**config.mk**
```make
export PLATFORM = sky130hd
export DESIGN_NAME = display_init_list_sequencer_top
export DESIGN_NICKNAME = d
export VERILOG_FILES = /design/src/dils_pkg.sv /design/src/dils_step.sv /design/src/display_init_list_sequencer_top.sv
export VERILOG_INCLUDE_DIRS = /design/src /design/src/src
export SDC_FILE = /design/constraint.sdc
export NUM_CORES = 1
export LEC_CHECK = 0
export BUFFER_PORTS_ARGS = -buffer_cell sky130_fd_sc_hd__buf_2
export CAP_MARGIN = 5
export CORE_MARGIN = 8
export CORE_UTILIZATION = 62
export DETAILED_ROUTE_END_ITERATION = 16
export PLACE_DENSITY = 0.85
export SLEW_MARGIN = 0
export SYNTH_ARGS = -nofsm -noshare
export SYNTH_HDL_FRONTEND = slang
export SYNTH_HIERARCHICAL = 1
export SYNTH_SLANG_ARGS = --single-unit
```
**constraint.sdc**
```tcl
create_clock -name clk_i -period 4.3 [get_ports clk_i]
set_input_delay 0.215 -clock clk_i [delete_from_list [all_inputs] [get_ports clk_i]]
set_output_delay 0.215 -clock clk_i [all_outputs]
set_load 0.05 [all_outputs]
```
**src/display_init_list_sequencer_top_macros.svh**
```systemverilog
// ----------------------------------------------------------------------------
// display init list sequencer assertion macros
// concurrent checks sampled on clk_i, disabled while rst_ni is low
// ----------------------------------------------------------------------------
`ifndef DISPLAY_INIT_LIST_SEQUENCER_TOP_MACROS_SVH
`define DISPLAY_INIT_LIST_SEQUENCER_TOP_MACROS_SVH

// same-cycle implication
`define DILS_ASSERT(label, ante, cons) \
  label: assert property (@(posedge clk_i) disable iff (!rst_ni) (ante) |-> (cons)) \
    else $error("dils assertion failed");

// next-cycle implication
`define DILS_ASSERT_NEXT(label, ante, cons) \
  label: assert property (@(posedge clk_i) disable iff (!rst_ni) (ante) |=> (cons)) \
    else $error("dils assertion failed");

`endif

```
**src/dils_pkg.sv**
```systemverilog
// ----------------------------------------------------------------------------
// dils_pkg
// types and constants shared by the display init list sequencer
// ----------------------------------------------------------------------------
package dils_pkg;

  // parser phase codes
  localparam logic [2:0] PhCount = 3'd0;
  localparam logic [2:0] PhCmd   = 3'd1;
  localparam logic [2:0] PhArgc  = 3'd2;
  localparam logic [2:0] PhParam = 3'd3;
  localparam logic [2:0] PhDelay = 3'd4;

  // result kinds
  localparam logic [1:0] KindNone  = 2'd0;
  localparam logic [1:0] KindCmd   = 2'd1;
  localparam logic [1:0] KindParam = 2'd2;
  localparam logic [1:0] KindDelay = 2'd3;

  localparam int unsigned DelayFlagBit = 7;
  localparam logic [7:0] LongDelayCode = 8'd255;
  localparam logic [8:0] LongDelayMs   = 9'd500;

  typedef struct packed {
    logic [2:0] phase;
    logic [7:0] commands_left;
    logic [6:0] args_left;
    logic       delay_pending;
  } parse_state_t;

  typedef struct packed {
    logic [1:0] kind;
    logic [7:0] out_byte;
    logic       data_not_command;
    logic       last_of_transfer;
    logic [8:0] delay_ms;
    logic       list_end;
  } result_t;

endpackage

```
**src/dils_step.sv**
```systemverilog
// ----------------------------------------------------------------------------
// dils_step
// decodes one list byte against the parser state: gives the result and the
// state that follows
// ----------------------------------------------------------------------------
module dils_step (
  input  dils_pkg::parse_state_t state_i,
  input  logic [7:0]             list_byte_i,
  output dils_pkg::parse_state_t state_o,
  output dils_pkg::result_t      result_o
);

  logic [7:0] cmds_dec;
  logic [6:0] args_dec;
  logic [6:0] argc_field;
  logic       argc_delay;

  assign cmds_dec   = state_i.commands_left - 8'd1;
  assign args_dec   = state_i.args_left - 7'd1;
  assign argc_field = list_byte_i[6:0];
  assign argc_delay = list_byte_i[dils_pkg::DelayFlagBit];

  always_comb begin
    state_o  = state_i;
    result_o = '0;
    case (state_i.phase)
      dils_pkg::PhCmd: begin
        result_o.kind     = dils_pkg::KindCmd;
        result_o.out_byte = list_byte_i;
        state_o.phase     = dils_pkg::PhArgc;
      end
      dils_pkg::PhArgc: begin
        state_o.delay_pending = argc_delay;
        state_o.args_left     = argc_field;
        if (argc_field != 7'd0) begin
          state_o.phase = dils_pkg::PhParam;
        end else if (argc_delay) begin
          state_o.phase = dils_pkg::PhDelay;
        end else begin
          // command with nothing after it closes here
          state_o.commands_left = cmds_dec;
          state_o.delay_pending = 1'b0;
          result_o.list_end     = (cmds_dec == 8'd0);
          state_o.phase = (cmds_dec == 8'd0) ? dils_pkg::PhCount : dils_pkg::PhCmd;
        end
      end
      dils_pkg::PhParam: begin
        result_o.kind             = dils_pkg::KindParam;
        result_o.out_byte         = list_byte_i;
        result_o.data_not_command = 1'b1;
        state_o.args_left         = args_dec;
        if (args_dec == 7'd0) begin
          result_o.last_of_transfer = 1'b1;
          if (state_i.delay_pending) begin
            state_o.phase = dils_pkg::PhDelay;
          end else begin
            state_o.commands_left = cmds_dec;
            result_o.list_end     = (cmds_dec == 8'd0);
            state_o.phase = (cmds_dec == 8'd0) ? dils_pkg::PhCount : dils_pkg::PhCmd;
          end
        end
      end
      dils_pkg::PhDelay: begin
        result_o.kind     = dils_pkg::KindDelay;
        result_o.delay_ms = (list_byte_i == dils_pkg::LongDelayCode) ?
                            dils_pkg::LongDelayMs : {1'b0, list_byte_i};
        state_o.commands_left = cmds_dec;
        state_o.delay_pending = 1'b0;
        result_o.list_end     = (cmds_dec == 8'd0);
        state_o.phase = (cmds_dec == 8'd0) ? dils_pkg::PhCount : dils_pkg::PhCmd;
      end
      default: begin
        // command count byte, also taken for unused phase codes
        state_o.commands_left = list_byte_i;
        state_o.args_left     = 7'd0;
        state_o.delay_pending = 1'b0;
        result_o.list_end     = (list_byte_i == 8'd0);
        state_o.phase = (list_byte_i == 8'd0) ? dils_pkg::PhCount : dils_pkg::PhCmd;
      end
    endcase
  end

endmodule

```
**src/display_init_list_sequencer_top.sv**
```systemverilog
// ----------------------------------------------------------------------------
// display_init_list_sequencer_top
// parses a packed display init list, one byte per request, into command,
// parameter and delay requests
// ----------------------------------------------------------------------------
//  channel | direction | handshake                 | payload
//  in      | input     | in_valid_i / in_stall_o   | list_byte_i
//  out     | output    | out_valid_o / out_stall_i | kind_o, out_byte_o,
//          |           |                           | data_not_command_o,
//          |           |                           | last_of_transfer_o,
//          |           |                           | delay_ms_o, list_end_o
//
// one byte per cycle sustained while out_stall_i is low; a byte is taken into the
// input register, then decoded into the result register with the parser state
// reset clears the parser state and both valid flags, next byte is a count
// out_stall_i holds the result register; the input register can still take one
// byte while the result register waits, and in_stall_o rises only when both
// are full
// ----------------------------------------------------------------------------
`include "display_init_list_sequencer_top_macros.svh"

module display_init_list_sequencer_top (
  input  logic       clk_i,
  input  logic       rst_ni,
  input  logic       in_valid_i,
  output logic       in_stall_o,
  input  logic [7:0] list_byte_i,
  output logic       out_valid_o,
  input  logic       out_stall_i,
  output logic [1:0] kind_o,
  output logic [7:0] out_byte_o,
  output logic       data_not_command_o,
  output logic       last_of_transfer_o,
  output logic [8:0] delay_ms_o,
  output logic       list_end_o
);

  logic                   in_valid_q;
  logic [7:0]             in_byte_q;
  logic                   out_valid_q;
  dils_pkg::result_t      result_q;
  dils_pkg::result_t      result_d;
  dils_pkg::parse_state_t state_q;
  dils_pkg::parse_state_t state_d;
  logic                   out_free;
  logic                   advance;
  logic                   in_take;

  assign out_free   = !out_valid_q || !out_stall_i;
  assign advance    = in_valid_q && out_free;
  assign in_stall_o = in_valid_q && !out_free;
  assign in_take    = in_valid_i && !in_stall_o;

  dils_step u_step (
    .state_i     (state_q),
    .list_byte_i (in_byte_q),
    .state_o     (state_d),
    .result_o    (result_d)
  );

  always_ff @(posedge clk_i or negedge rst_ni) begin
    if (!rst_ni) begin
      in_valid_q  <= 1'b0;
      out_valid_q <= 1'b0;
      state_q     <= '{phase: dils_pkg::PhCount, commands_left: 8'd0,
                       args_left: 7'd0, delay_pending: 1'b0};
    end else begin
      if (in_take) begin
        in_valid_q <= 1'b1;
      end else if (advance) begin
        in_valid_q <= 1'b0;
      end
      if (advance) begin
        out_valid_q <= 1'b1;
        state_q     <= state_d;
      end else if (!out_stall_i) begin
        out_valid_q <= 1'b0;
      end
    end
  end

  always_ff @(posedge clk_i) begin
    if (in_take) begin
      in_byte_q <= list_byte_i;
    end
    if (advance) begin
      result_q <= result_d;
    end
  end

  assign out_valid_o        = out_valid_q;
  assign kind_o             = result_q.kind;
  assign out_byte_o         = result_q.out_byte;
  assign data_not_command_o = result_q.data_not_command;
  assign last_of_transfer_o = result_q.last_of_transfer;
  assign delay_ms_o         = result_q.delay_ms;
  assign list_end_o         = result_q.list_end;

  `DILS_ASSERT(a_count_clean, state_q.phase == dils_pkg::PhCount,
    state_q.args_left == 7'd0 && !state_q.delay_pending)
  `DILS_ASSERT(a_param_has_args, state_q.phase == dils_pkg::PhParam,
    state_q.args_left != 7'd0)
  `DILS_ASSERT(a_cmds_live, state_q.phase != dils_pkg::PhCount,
    state_q.commands_left != 8'd0)
  `DILS_ASSERT_NEXT(a_advance_shows, advance, out_valid_q)

endmodule
```
==> metrics.cfg, run 1 <==
[route]
drtAntennaViolNets=0
drt-initial-drc-count=180
firstDrtPassIters=5
drc_errors=0
routed_via_density=6.42
routed-via-count=2239
post_drt_wl_per_cell_um=17.8
routed_wl_um=6200

[sta]
setup_violations=0
rsz0062_at_grt=no
post-route-min-period_ns=2.82
slew_violations=0
relSlewSlack_pct=28.0
tns_ns=0
period_share_pct=65.6
hold_viol=0
finClkSkew_ns=0.00512
tightestPinTransition_ns=1.08
worst_slack_ns=1.48
fmaxAchievable_mhz=355

[cells_and_area]
nFillCells=307
layout_common_cells=buf_2, edfxtp_1, nor2_1
instances_no_fill=349
diodes=0
multi_input_area_sq_um=1310
register_area_sq_um=1430
layout.nets=312
fin_util_pct=72.5
final_common_cell=buf_2
syn_to_final_growth_pct=11.6
drive_gt1_share_pct=27.9

[clocking]
post_cts_resized=0
clockRootBuffer=clkbuf_8
cts_buffers=5
path_clk_slew_ns=0.09
clkLatencyLatePin_ns=0.31
cts_max_path_buffers=2
cts.htree.levels=2
cts_tree=built
clkSinkCount=51
cts_setup_buffers=0

[placement]
dpl_worst_slack_ns=1.55
gp_congestion=0.943
place_inst=340
port_buffers=35
dpl.hpwl_um=4540

[die]
die_height_um=84.0
start_util_pct=65.0
core_sq_um=4410
die_x_um=84.0
rows=24
top_level_ports=36
dieArea_sq_um=7060

[global_route]
overflow=0
grt_max_degree=35
antenna_found_initial=0
grt.total_usage_pct=17.8
grt_first_pass_wirelength_um=10300
first_global_vias=2144

[critical_path]
path_class=reg -> reg
critPathMaxStageDelay_ns=0.52
startpoint_type=flip-flop
worst_ep_arrival_time_ns=3.02
cp_max_fo=10
worstPathCellList=inv_1, ha_1, nor3b_2, nand4b_1, a311oi_4, o22a_4, o21ai_1, a21o_1, mux2_2
slowest_stage=a311oi_4
required_ns=4.50
worstSetupEndpointType=flip-flop

[synth]
syn_area_sq_um=2870
syn_nets=279
ys_seq_area_share_pct=49.7
synth_edf_count=30
ys_warn_count=6
synth_area_leaders=edfxtp_1, dfrtp_1, mux2_2
synth_flop_cell=edfxtp_1
syn_area_per_cell_sq_um=10.9
synth_cells=263
synth_cell_types=60
synth_area_leader_cell=edfxtp_1
synth_async_sr_flop_share_pct=41.2
synth_top_cell_area_share_pct=31.4
synth-seq-cells=51

[power]
p_leak_nw=1.31
cellPowerDensity_nw_per_um2=668
vdd_drop_max_mv=0.319
power_mw=2.14

[flow_run]
maxCapViolCount=0

[min_path]
hp-class=in -> reg

[status]
status=finished, final reports clean

-- cells in the mapped netlist (5+ instances only) --
master	n
a21oi_1	8
a22oi_1	5
clkbuf_1	7
dfrtp_1	21
edfxtp_1	30
inv_1	16
mux2_2	19
nand2_1	23
nor2_1	29
nor3_1	6
o21ai_0	17
-- critical path: cells and delay by family (launching register included) --
kind,cells,cell delay [ns]
adders and majority gates,1,0.26
AOI/OAI and AO/OA,4,1.03
and+or+nand+nor,2,0.55
DFF,1,0.50
buffers and inverters,1,0.12
muxes,1,0.25
-- stage by stage --
step | hold slack (ns) | area, sq um
after global routing | 0.0578 | 3200
after floorplan | -0.0806 | 2870
after CTS | 0.0720 | 3200
after global placement | 0.200 | 3050
final | 0.0760 | 3200
after detailed placement | 0.196 | 3050
-- cells by family (layout without fill, tap and decap cells) --
group           Yosys count  after routing  synth area share, %
buf+inv                  28             62                 4.76
flops                    51             51                 49.7
fa+ha+maj                 4              4                 1.75
simple gates             89             89                 16.3
compound gates           64             64                 17.5
xor+xnor                  6              6                 1.83
mux                      21             21                 8.16
-- final timing paths --
kind / start / to / slack [ns] / cells after the start
setup / recovery: state_q[1] / state_q[12] / 1.48 / 9
hold / removal: list_byte_i[5] / in_byte_q[5] / 0.08 / 1
setup reg to reg: state_q[1] / state_q[12] / 1.48 / 9
hold reg to reg: in_valid_q / out_valid_o / 0.50 / 1
max in group asynchronous: rst_ni / state_q[3] / 3.59 / 2
min in group asynchronous: rst_ni / in_valid_q / 0.38 / 2
-- flip-flops by register name, indices dropped and copies added (netlist names) --
register            flops
delay_ms_o              9
out_valid_o             1
last_of_transfer_o      1
in_byte_q               8
in_valid_q              1
list_end_o              1
data_not_command_o      1
kind_o                  2
out_byte_o              8
state_q                19
-- routing by layer --
metal	track usage, %	up-vias	routed length, um
met5	0	-	0
met4	6.75	0	120
met3	6.05	17	619
met2	28.0	125	2900
met1	21.9	1057	2560
li1	-	1040	-
-- cell type report --
| type | instances | share of cell area, % |
|---|---|---|
| multi-input cells | 184 | 41.0 |
| clock inverters | 3 | 2.11 |
| flip-flops and latches | 51 | 44.6 |
| inverters | 16 | 1.88 |
| clock buffers | 5 | 2.15 |
| repair buffers | 38 | 6.25 |
| well taps | 52 | 2.03 |
-- power by group --
part           internal [mW]  switching, mW
Sequential             0.642          0.194
Clock                  0.232          0.156
Combinational          0.388          0.527
Total                   1.26          0.876
-- what timing repair did --
action / in CTS / in global routing
setup endpoints to repair: 0 / 0
endpoints found under the hold margin: 21 / 0
hold buffers: 1 / 0
No activity file was read; power rests on OpenSTA's default activity.
==> inputs of run 2 (changes only) <==
--- a/config.mk
+++ b/config.mk
@@ -6,12 +6,13 @@
 export SDC_FILE = /design/constraint.sdc
 export NUM_CORES = 1
 export LEC_CHECK = 0
+export ABC_AREA = 1
 export BUFFER_PORTS_ARGS = -buffer_cell sky130_fd_sc_hd__buf_2
 export CAP_MARGIN = 5
 export CORE_MARGIN = 8
-export CORE_UTILIZATION = 62
+export CORE_UTILIZATION = 58
 export DETAILED_ROUTE_END_ITERATION = 16
-export PLACE_DENSITY = 0.85
+export PLACE_DENSITY = 0.79
 export SLEW_MARGIN = 0
 export SYNTH_ARGS = -nofsm -noshare
 export SYNTH_HDL_FRONTEND = slang
==> constraint.sdc (replaced) <==
create_clock -name clk_i -period 2.7 [get_ports clk_i]
set_input_delay 0.135 -clock clk_i [delete_from_list [all_inputs] [get_ports clk_i]]
set_output_delay 0.135 -clock clk_i [all_outputs]
set_load 0.05 [all_outputs]
==> run 2 against run 1 <==
Compared with the run above:
- utilization decreased by 4.3 points
- sequential cell count stayed put
- final cell count grew 44%
- worst hold slack worse by 0.073 ns
- largest cell class unchanged
- largest power group unchanged
==> metrics.cfg, run 2 <==
[synth]
syn_nets=402  ; was 279
synth_cell_types=36  ; was 60
synth_edf_count=30  ; unchanged
ys_seq_area_share_pct=46.2  ; was 49.7%
yosys-top-cells-count=nand2_1, inv_1, nand3_1, nor2_1, edfxtp_1  ; was edfxtp_1, nor2_1, nand2_1, dfrtp_1, mux2_2
synth_cells=386  ; was 263
synth_top_cell_area_share_pct=29.2  ; was 31.4%
synth_most_common_cell=nand2_1  ; was edfxtp_1
synth_async_sr_flop_share_pct=41.2  ; unchanged
synth-seq-cells=51  ; unchanged
syn_area_per_cell_sq_um=7.99  ; was 10.9 sq um
syn_area_sq_um=3080  ; was 2870 sq um
synth_area_leaders=edfxtp_1, dfrtp_1, nand2_1  ; was edfxtp_1, dfrtp_1, mux2_2
ys_warn_count=6  ; unchanged
synth_flop_cell=edfxtp_1  ; unchanged
synth_area_leader_cell=edfxtp_1  ; unchanged

[critical_path]
startpoint_type=flip-flop  ; unchanged
path_class=reg -> reg  ; unchanged
worstSetupEndpointType=flip-flop  ; unchanged
critPathMaxStageDelay_ns=0.40  ; was 0.52 ns
required_ns=2.90  ; was 4.50 ns
crit_start=state_q[1]  ; unchanged
cp_max_fo=11  ; was 10
worstPathCellList=inv_1, ha_1, nand2_1, o21ai_0, nand2_1, nor2_4, nand2_4, clkinv_4, a21oi_1, o21ai_0, o21ai_0, nand3_1, nand2_1  ; was inv_1, ha_1, nor3b_2, nand4b_1, a311oi_4, o22a_4, o21ai_1, a21o_1, mux2_2
slowest_stage=dfrtp_1  ; was a311oi_4
r2r-start=state_q[1]  ; unchanged
worst_ep_arrival_time_ns=2.36  ; was 3.02 ns

[clocking]
path_clk_slew_ns=0.09  ; about the same
clkLatencyLatePin_ns=0.31  ; about the same
cts.htree.levels=2  ; unchanged
clockRootBuffer=clkbuf_8  ; unchanged
clkSinkCount=51  ; unchanged
cts_tree=built  ; unchanged
cts_buffers=5  ; unchanged
cts_max_path_buffers=2  ; unchanged

[placement]
dpl.hpwl_um=5370  ; was 4540 um
dpl_worst_slack_ns=0.603  ; was 1.55 ns
gp_congestion=1.02  ; was 0.943
place_inst=487  ; was 340
port_buffers=35  ; unchanged

[sta]
relSlewSlack_pct=65.7  ; was 28.0%
finClkSkew_ns=0.00779  ; was 0.00512 ns
rsz0062_at_grt=no  ; unchanged
tightestPinTransition_ns=0.515  ; was 1.08 ns
post-route-min-period_ns=2.16  ; was 2.82 ns
setup_violations=0  ; unchanged
fmaxAchievable_mhz=464  ; was 355 MHz
period_share_pct=79.9  ; was 65.6%
hold_viol=0  ; unchanged
worst_slack_ns=0.543  ; was 1.48 ns
tns_ns=0  ; unchanged
hold_slack_ns=0.00331  ; was 0.0760 ns
slew_violations=0  ; unchanged

[min_path]
hold_start=list_byte_i[0]  ; was list_byte_i[5]
hp-class=in -> reg  ; unchanged

[die]
die_height_um=88.9  ; was 84.0 um
core_sq_um=5110  ; was 4410 sq um
rows=26  ; was 24
die_x_um=88.9  ; was 84.0 um
dieArea_sq_um=7910  ; was 7060 sq um
start_util_pct=60.4  ; was 65.0%
top_level_ports=36  ; unchanged

[power]
cellPowerDensity_nw_per_um2=1070  ; was 668 nW/um^2
p_seq_share_pct=32.8  ; was 39.1%
intPower_mw=1.86  ; was 1.26 mW
p_switching_mw=1.87  ; was 876 uW
p_leak_nw=1.66  ; was 1.31 nW
swShare_pct=50.2  ; was 41.0%
clockPowerShare_pct=11.4  ; was 18.1%
pwr-share-comb_pct=55.8  ; was 42.8%
vdd_drop_max_mv=0.518  ; was 0.319 mV
power_mw=3.73  ; was 2.14 mW

[cells_and_area]
drive_gt1_share_pct=17.8  ; was 27.9%
layout_common_cells=nand2_1, inv_1, nand3_1  ; was buf_2, edfxtp_1, nor2_1
diodes=0  ; unchanged
regMostFlops=state_q  ; unchanged
layout.nets=448  ; was 312
final_common_cell=nand2_1  ; was buf_2
syn_to_final_growth_pct=13.0  ; was 11.6%
instances_no_fill=503  ; was 349
largest_reg_flops=19  ; unchanged

[route]
routed_wl_um=7610  ; was 6200 um
routed-via-count=2770  ; was 2,239
firstDrtPassIters=5  ; unchanged
routed_via_density=5.51  ; was 6.42
drc_errors=0  ; unchanged
drtAntennaViolNets=0  ; unchanged
post_drt_wl_per_cell_um=15.1  ; was 17.8 um
drt-initial-drc-count=308  ; was 180

[flow_run]
maxCapViolCount=0  ; unchanged

[global_route]
grt_first_pass_wirelength_um=12600  ; was 10,300 um
overflow=0  ; unchanged
grt_max_degree=22  ; was 35
first_global_vias=2599  ; was 2,144
antenna_found_initial=0  ; unchanged
grt.total_usage_pct=20.7  ; was 17.8%

[status]
status=finished, final reports clean  ; unchanged

[run 2: layer usage]
layer	global-route usage, %	vias up	wire length (um)
met5	0	-	0
met4	6.30	0	117
met3	3.86	14	684
met2	35.0	155	3540
met1	26.0	1234	3260
li1	-	1367	-
[run 2: final cells by class]
type	instances	area, sq um
Fill cell	421	1620
Clock buffer	5	68.8
Timing Repair Buffer	50	308
Clock inverter	3	15.0
Inverter	50	195
Sequential cell	51	1430
Tap cell	70	87.6
Multi-Input combinational cell	274	1390
[run 2: what timing repair did]
| item | CTS | global route |
|---|---|---|
| buffers inserted | 0 | 0 |
| gates resized for setup | 0 | 0 |
| endpoints found under the hold margin | 28 | 0 |
| hold buffers | 8 | 0 |
[run 2: power groups by stage]
stage	Sequential, mW	Clock [mW]	Combinational [mW]
floorplan	1.40	0	1.46
global placement	1.23	0	2.04
detailed placement	1.23	0	2.04
CTS	1.22	0.431	2.06
global route	1.26	0.453	2.31
finish	1.22	0.425	2.08
[run 2: worst paths after layout]
kind,end,slack [ns],cells after the start
min in group asynchronous,in_valid_q,0.34,2
max in group asynchronous,state_q[14],2.01,2
min,in_byte_q[0],0.003,1
max reg2reg,state_q[18],0.54,13
max,state_q[18],0.54,13
min reg2reg,state_q[16],0.48,2
[run 2: kinds of logic after synthesis]
group	share of synthesized area, %
DFF	46.2
and+or+nand+nor	33.6
adders and majority gates	1.62
AOI/OAI and AO/OA	8.84
buffers and inverters	8.84
xor gates and xnor gates	0.852
[run 2: through the flow]
step	util [%]	instance area (sq um)
4_1_cts	68.3	3490
5_1_grt	68.3	3490
2_1_floorplan	-	3080
3_3_place_gp	65.0	3320
3_5_place_dp	65.0	3320
6_report	68.3	3490
[run 2: worst max-delay path: cells and delay by family (launching register included)]
family | cells | cell delay, ns
AND/OR/NAND/NOR | 6 | 0.63
AO/OA/AOI/OAI | 4 | 0.45
flip-flops | 1 | 0.40
buffers and inverters | 2 | 0.31
adder cells (fa/ha/maj) | 1 | 0.26
==> inputs of run 3 (changes only) <==
==> constraint.sdc (replaced) <==
create_clock -name clk_i -period 2 [get_ports clk_i]
set_input_delay 0.1 -clock clk_i [delete_from_list [all_inputs] [get_ports clk_i]]
set_output_delay 0.1 -clock clk_i [all_outputs]
set_load 0.05 [all_outputs]
==> run 3 against run 2 <==
Compared with the run above:
- sequential share of layout area down 2.5 points
- first-iteration DRC count grew 4.9%
- register-to-register slack lost 0.41 ns
- power rose by 45%
- combinational power rose by 52%
- via count increased by 6.0%
- count of clock-buffer cells in the layout increased by 1
- global-route usage about the same
- critical path type unchanged
==> metrics.cfg, run 3 (synthesis results as in run 2) <==
[route]
drt-initial-drc-count=323  ; was 308
post_drt_wl_per_cell_um=15.5  ; was 15.1 um
firstDrtPassIters=5  ; unchanged
routed_via_density=5.61  ; was 5.51
drtAntennaViolNets=0  ; unchanged
routed-via-count=2936  ; was 2,770
routed_wl_um=8080  ; was 7610 um
drc_errors=0  ; unchanged

[critical_path]
required_ns=2.25  ; was 2.90 ns
worstSetupEndpointType=flip-flop  ; unchanged
crit_buf_inv=4  ; was 2
worstPathCellList=inv_1, nor2_2, inv_4, nor2_4, nor2_4, inv_2, nor2_8, inv_2, nand2_1, nor2_2, a21oi_2, nand3_1, nand2_1  ; was inv_1, ha_1, nand2_1, o21ai_0, nand2_1, nor2_4, nand2_4, clkinv_4, a21oi_1, o21ai_0, o21ai_0, nand3_1, nand2_1
reg2regPathDepth=13  ; unchanged
crit_cells=13  ; unchanged
slowest_stage=dfrtp_1  ; unchanged
r2r-end=state_q[16]  ; was state_q[18]
startpoint_type=flip-flop  ; unchanged
crit_family=simple AND/OR/NAND/NOR gates  ; unchanged
r2r-start=state_q[16]  ; was state_q[1]
cp_max_fo=10  ; was 11
critPathMaxStageDelay_ns=0.39  ; was 0.40 ns
worst_ep_arrival_time_ns=2.12  ; was 2.36 ns
crit_path_end=state_q[16]  ; was state_q[18]
path_class=reg -> reg  ; unchanged
reg2reg_slack_ns=0.13  ; was 0.54 ns
crit_start=state_q[16]  ; was state_q[1]

[sta]
finClkSkew_ns=0.00740  ; was 0.00779 ns
slew_violations=0  ; unchanged
fmaxAchievable_mhz=534  ; was 464 MHz
hold_viol=0  ; unchanged
rsz0062_at_grt=yes  ; was no
setup_violations=0  ; unchanged
period_share_pct=93.6  ; was 79.9%
tightestPinTransition_ns=0.540  ; was 0.515 ns
relSlewSlack_pct=64.0  ; was 65.7%
post-route-min-period_ns=1.87  ; was 2.16 ns
hold_slack_ns=0.00717  ; was 0.00331 ns

[die]
start_util_pct=60.4  ; unchanged
die_height_um=88.9  ; unchanged
die_x_um=88.9  ; unchanged
dieArea_sq_um=7910  ; unchanged
core_sq_um=5110  ; unchanged
top_level_ports=36  ; unchanged
rows=26  ; unchanged

[cells_and_area]
layout_common_cells=nand2_1, inv_1, nand3_1  ; unchanged
register_area_sq_um=1430  ; unchanged
final_cell_area_sq_um=3720  ; was 3490 sq um
fin_util_pct=72.8  ; was 68.3%
nFillCells=425  ; was 421
layout.nets=468  ; was 448
syn_to_final_growth_pct=20.5  ; was 13.0%
diodes=0  ; unchanged
regMostFlops=state_q  ; unchanged
drive_gt1_share_pct=24.7  ; was 17.8%
final_common_cell=nand2_1  ; unchanged
largest_reg_flops=19  ; unchanged
multi_input_area_sq_um=1440  ; was 1390 sq um

[clocking]
clkSinkCount=51  ; unchanged
path_clk_slew_ns=0.09  ; about the same
cts.htree.levels=2  ; unchanged
cts_tree=built  ; unchanged
clockRootBuffer=clkbuf_8  ; unchanged
cts_max_path_buffers=2  ; unchanged
clkLatencyLatePin_ns=0.31  ; about the same
cts_buffers=5  ; unchanged

[power]
p_leak_nw=1.77  ; was 1.66 nW
vdd_drop_max_mv=0.799  ; was 0.518 mV
cellPowerDensity_nw_per_um2=1460  ; was 1070 nW/um^2

[global_route]
antenna_found_initial=0  ; unchanged
overflow=0  ; unchanged
grt.total_usage_pct=20.7  ; about the same
grt_first_pass_wirelength_um=12400  ; was 12,600 um
grt_max_degree=23  ; was 22
first_global_vias=2564  ; was 2,599

[placement]
gp_congestion=0.976  ; was 1.02
port_buffers=35  ; unchanged
placed_cell_area_sq_um=3460  ; was 3320 sq um
dpl.hpwl_um=5560  ; was 5370 um

[flow_run]
maxCapViolCount=0  ; unchanged

[min_path]
hp-class=in -> reg  ; unchanged
hold_start=in_valid_i  ; was list_byte_i[0]

[status]
status=finished, final reports clean  ; unchanged

-- run 3: timing repair --
action                                  4_1_cts  5_1_grt
endpoints found under the hold margin        29        0
resized for setup                             0       20
setup buffers                                 0        2
hold buffers                                  9        0
endpoints found under the setup margin        0       12
-- run 3: layout make-up --
cell class	instances	area share [%]
Timing Repair Buffer	70	12.7
Inverter	50	5.32
Clock buffer	6	2.22
Multi-Input combinational cell	274	38.7
Sequential cell	51	38.4
Tap cell	70	2.36
Clock inverter	2	0.303
-- run 3: how the worst min path moves through the flow --
stage / end / slack (ns) / cells past startpoint
3_3_place_gp: out_valid_o / 0.11 / 1
3_5_place_dp: out_valid_o / 0.11 / 1
5_1_grt: in_valid_q / 0.02 / 3
4_1_cts: in_valid_q / 0.01 / 3
2_1_floorplan: in_valid_q / -0.20 / 0
6_report: in_valid_q / 0.007 / 3
-- run 3: power by group --
group	internal [mW]	leakage, nW	switching (mW)
logic	1.06	1.16	2.10
clock network	0.277	0.0449	0.334
registers	1.41	0.564	0.243
total	2.75	1.77	2.67
-- run 3: metal layers --
| layer | global-route usage [%] | wire [um] |
|---|---|---|
| met5 | 0 | 0 |
| met3 | 3.95 | 702 |
| met1 | 25.5 | 3360 |
| met4 | 6.14 | 174 |
| met2 | 35.4 | 3850 |
-- run 3: tightest hold or removal path, stage by stage --
cell,delay [ns]
buf_2,0.08
nand2_1,0.05
nand2_1,0.05
-- run 3: stage by stage --
| step | setup TNS [ns] | instances | power, mW | setup slack (ns) |
|---|---|---|---|---|
| after global routing | -0.00467 | 523 | 5.77 | -0.00467 |
| after CTS | 0 | 521 | 5.21 | 0.0232 |
| after global placement | 0 | 504 | 4.55 | 0.0783 |
| after detailed placement | 0 | 504 | 4.59 | 0.0405 |
| after floorplan | 0 | 386 | 3.86 | 0.101 |
| final | 0 | 523 | 5.43 | 0.128 |
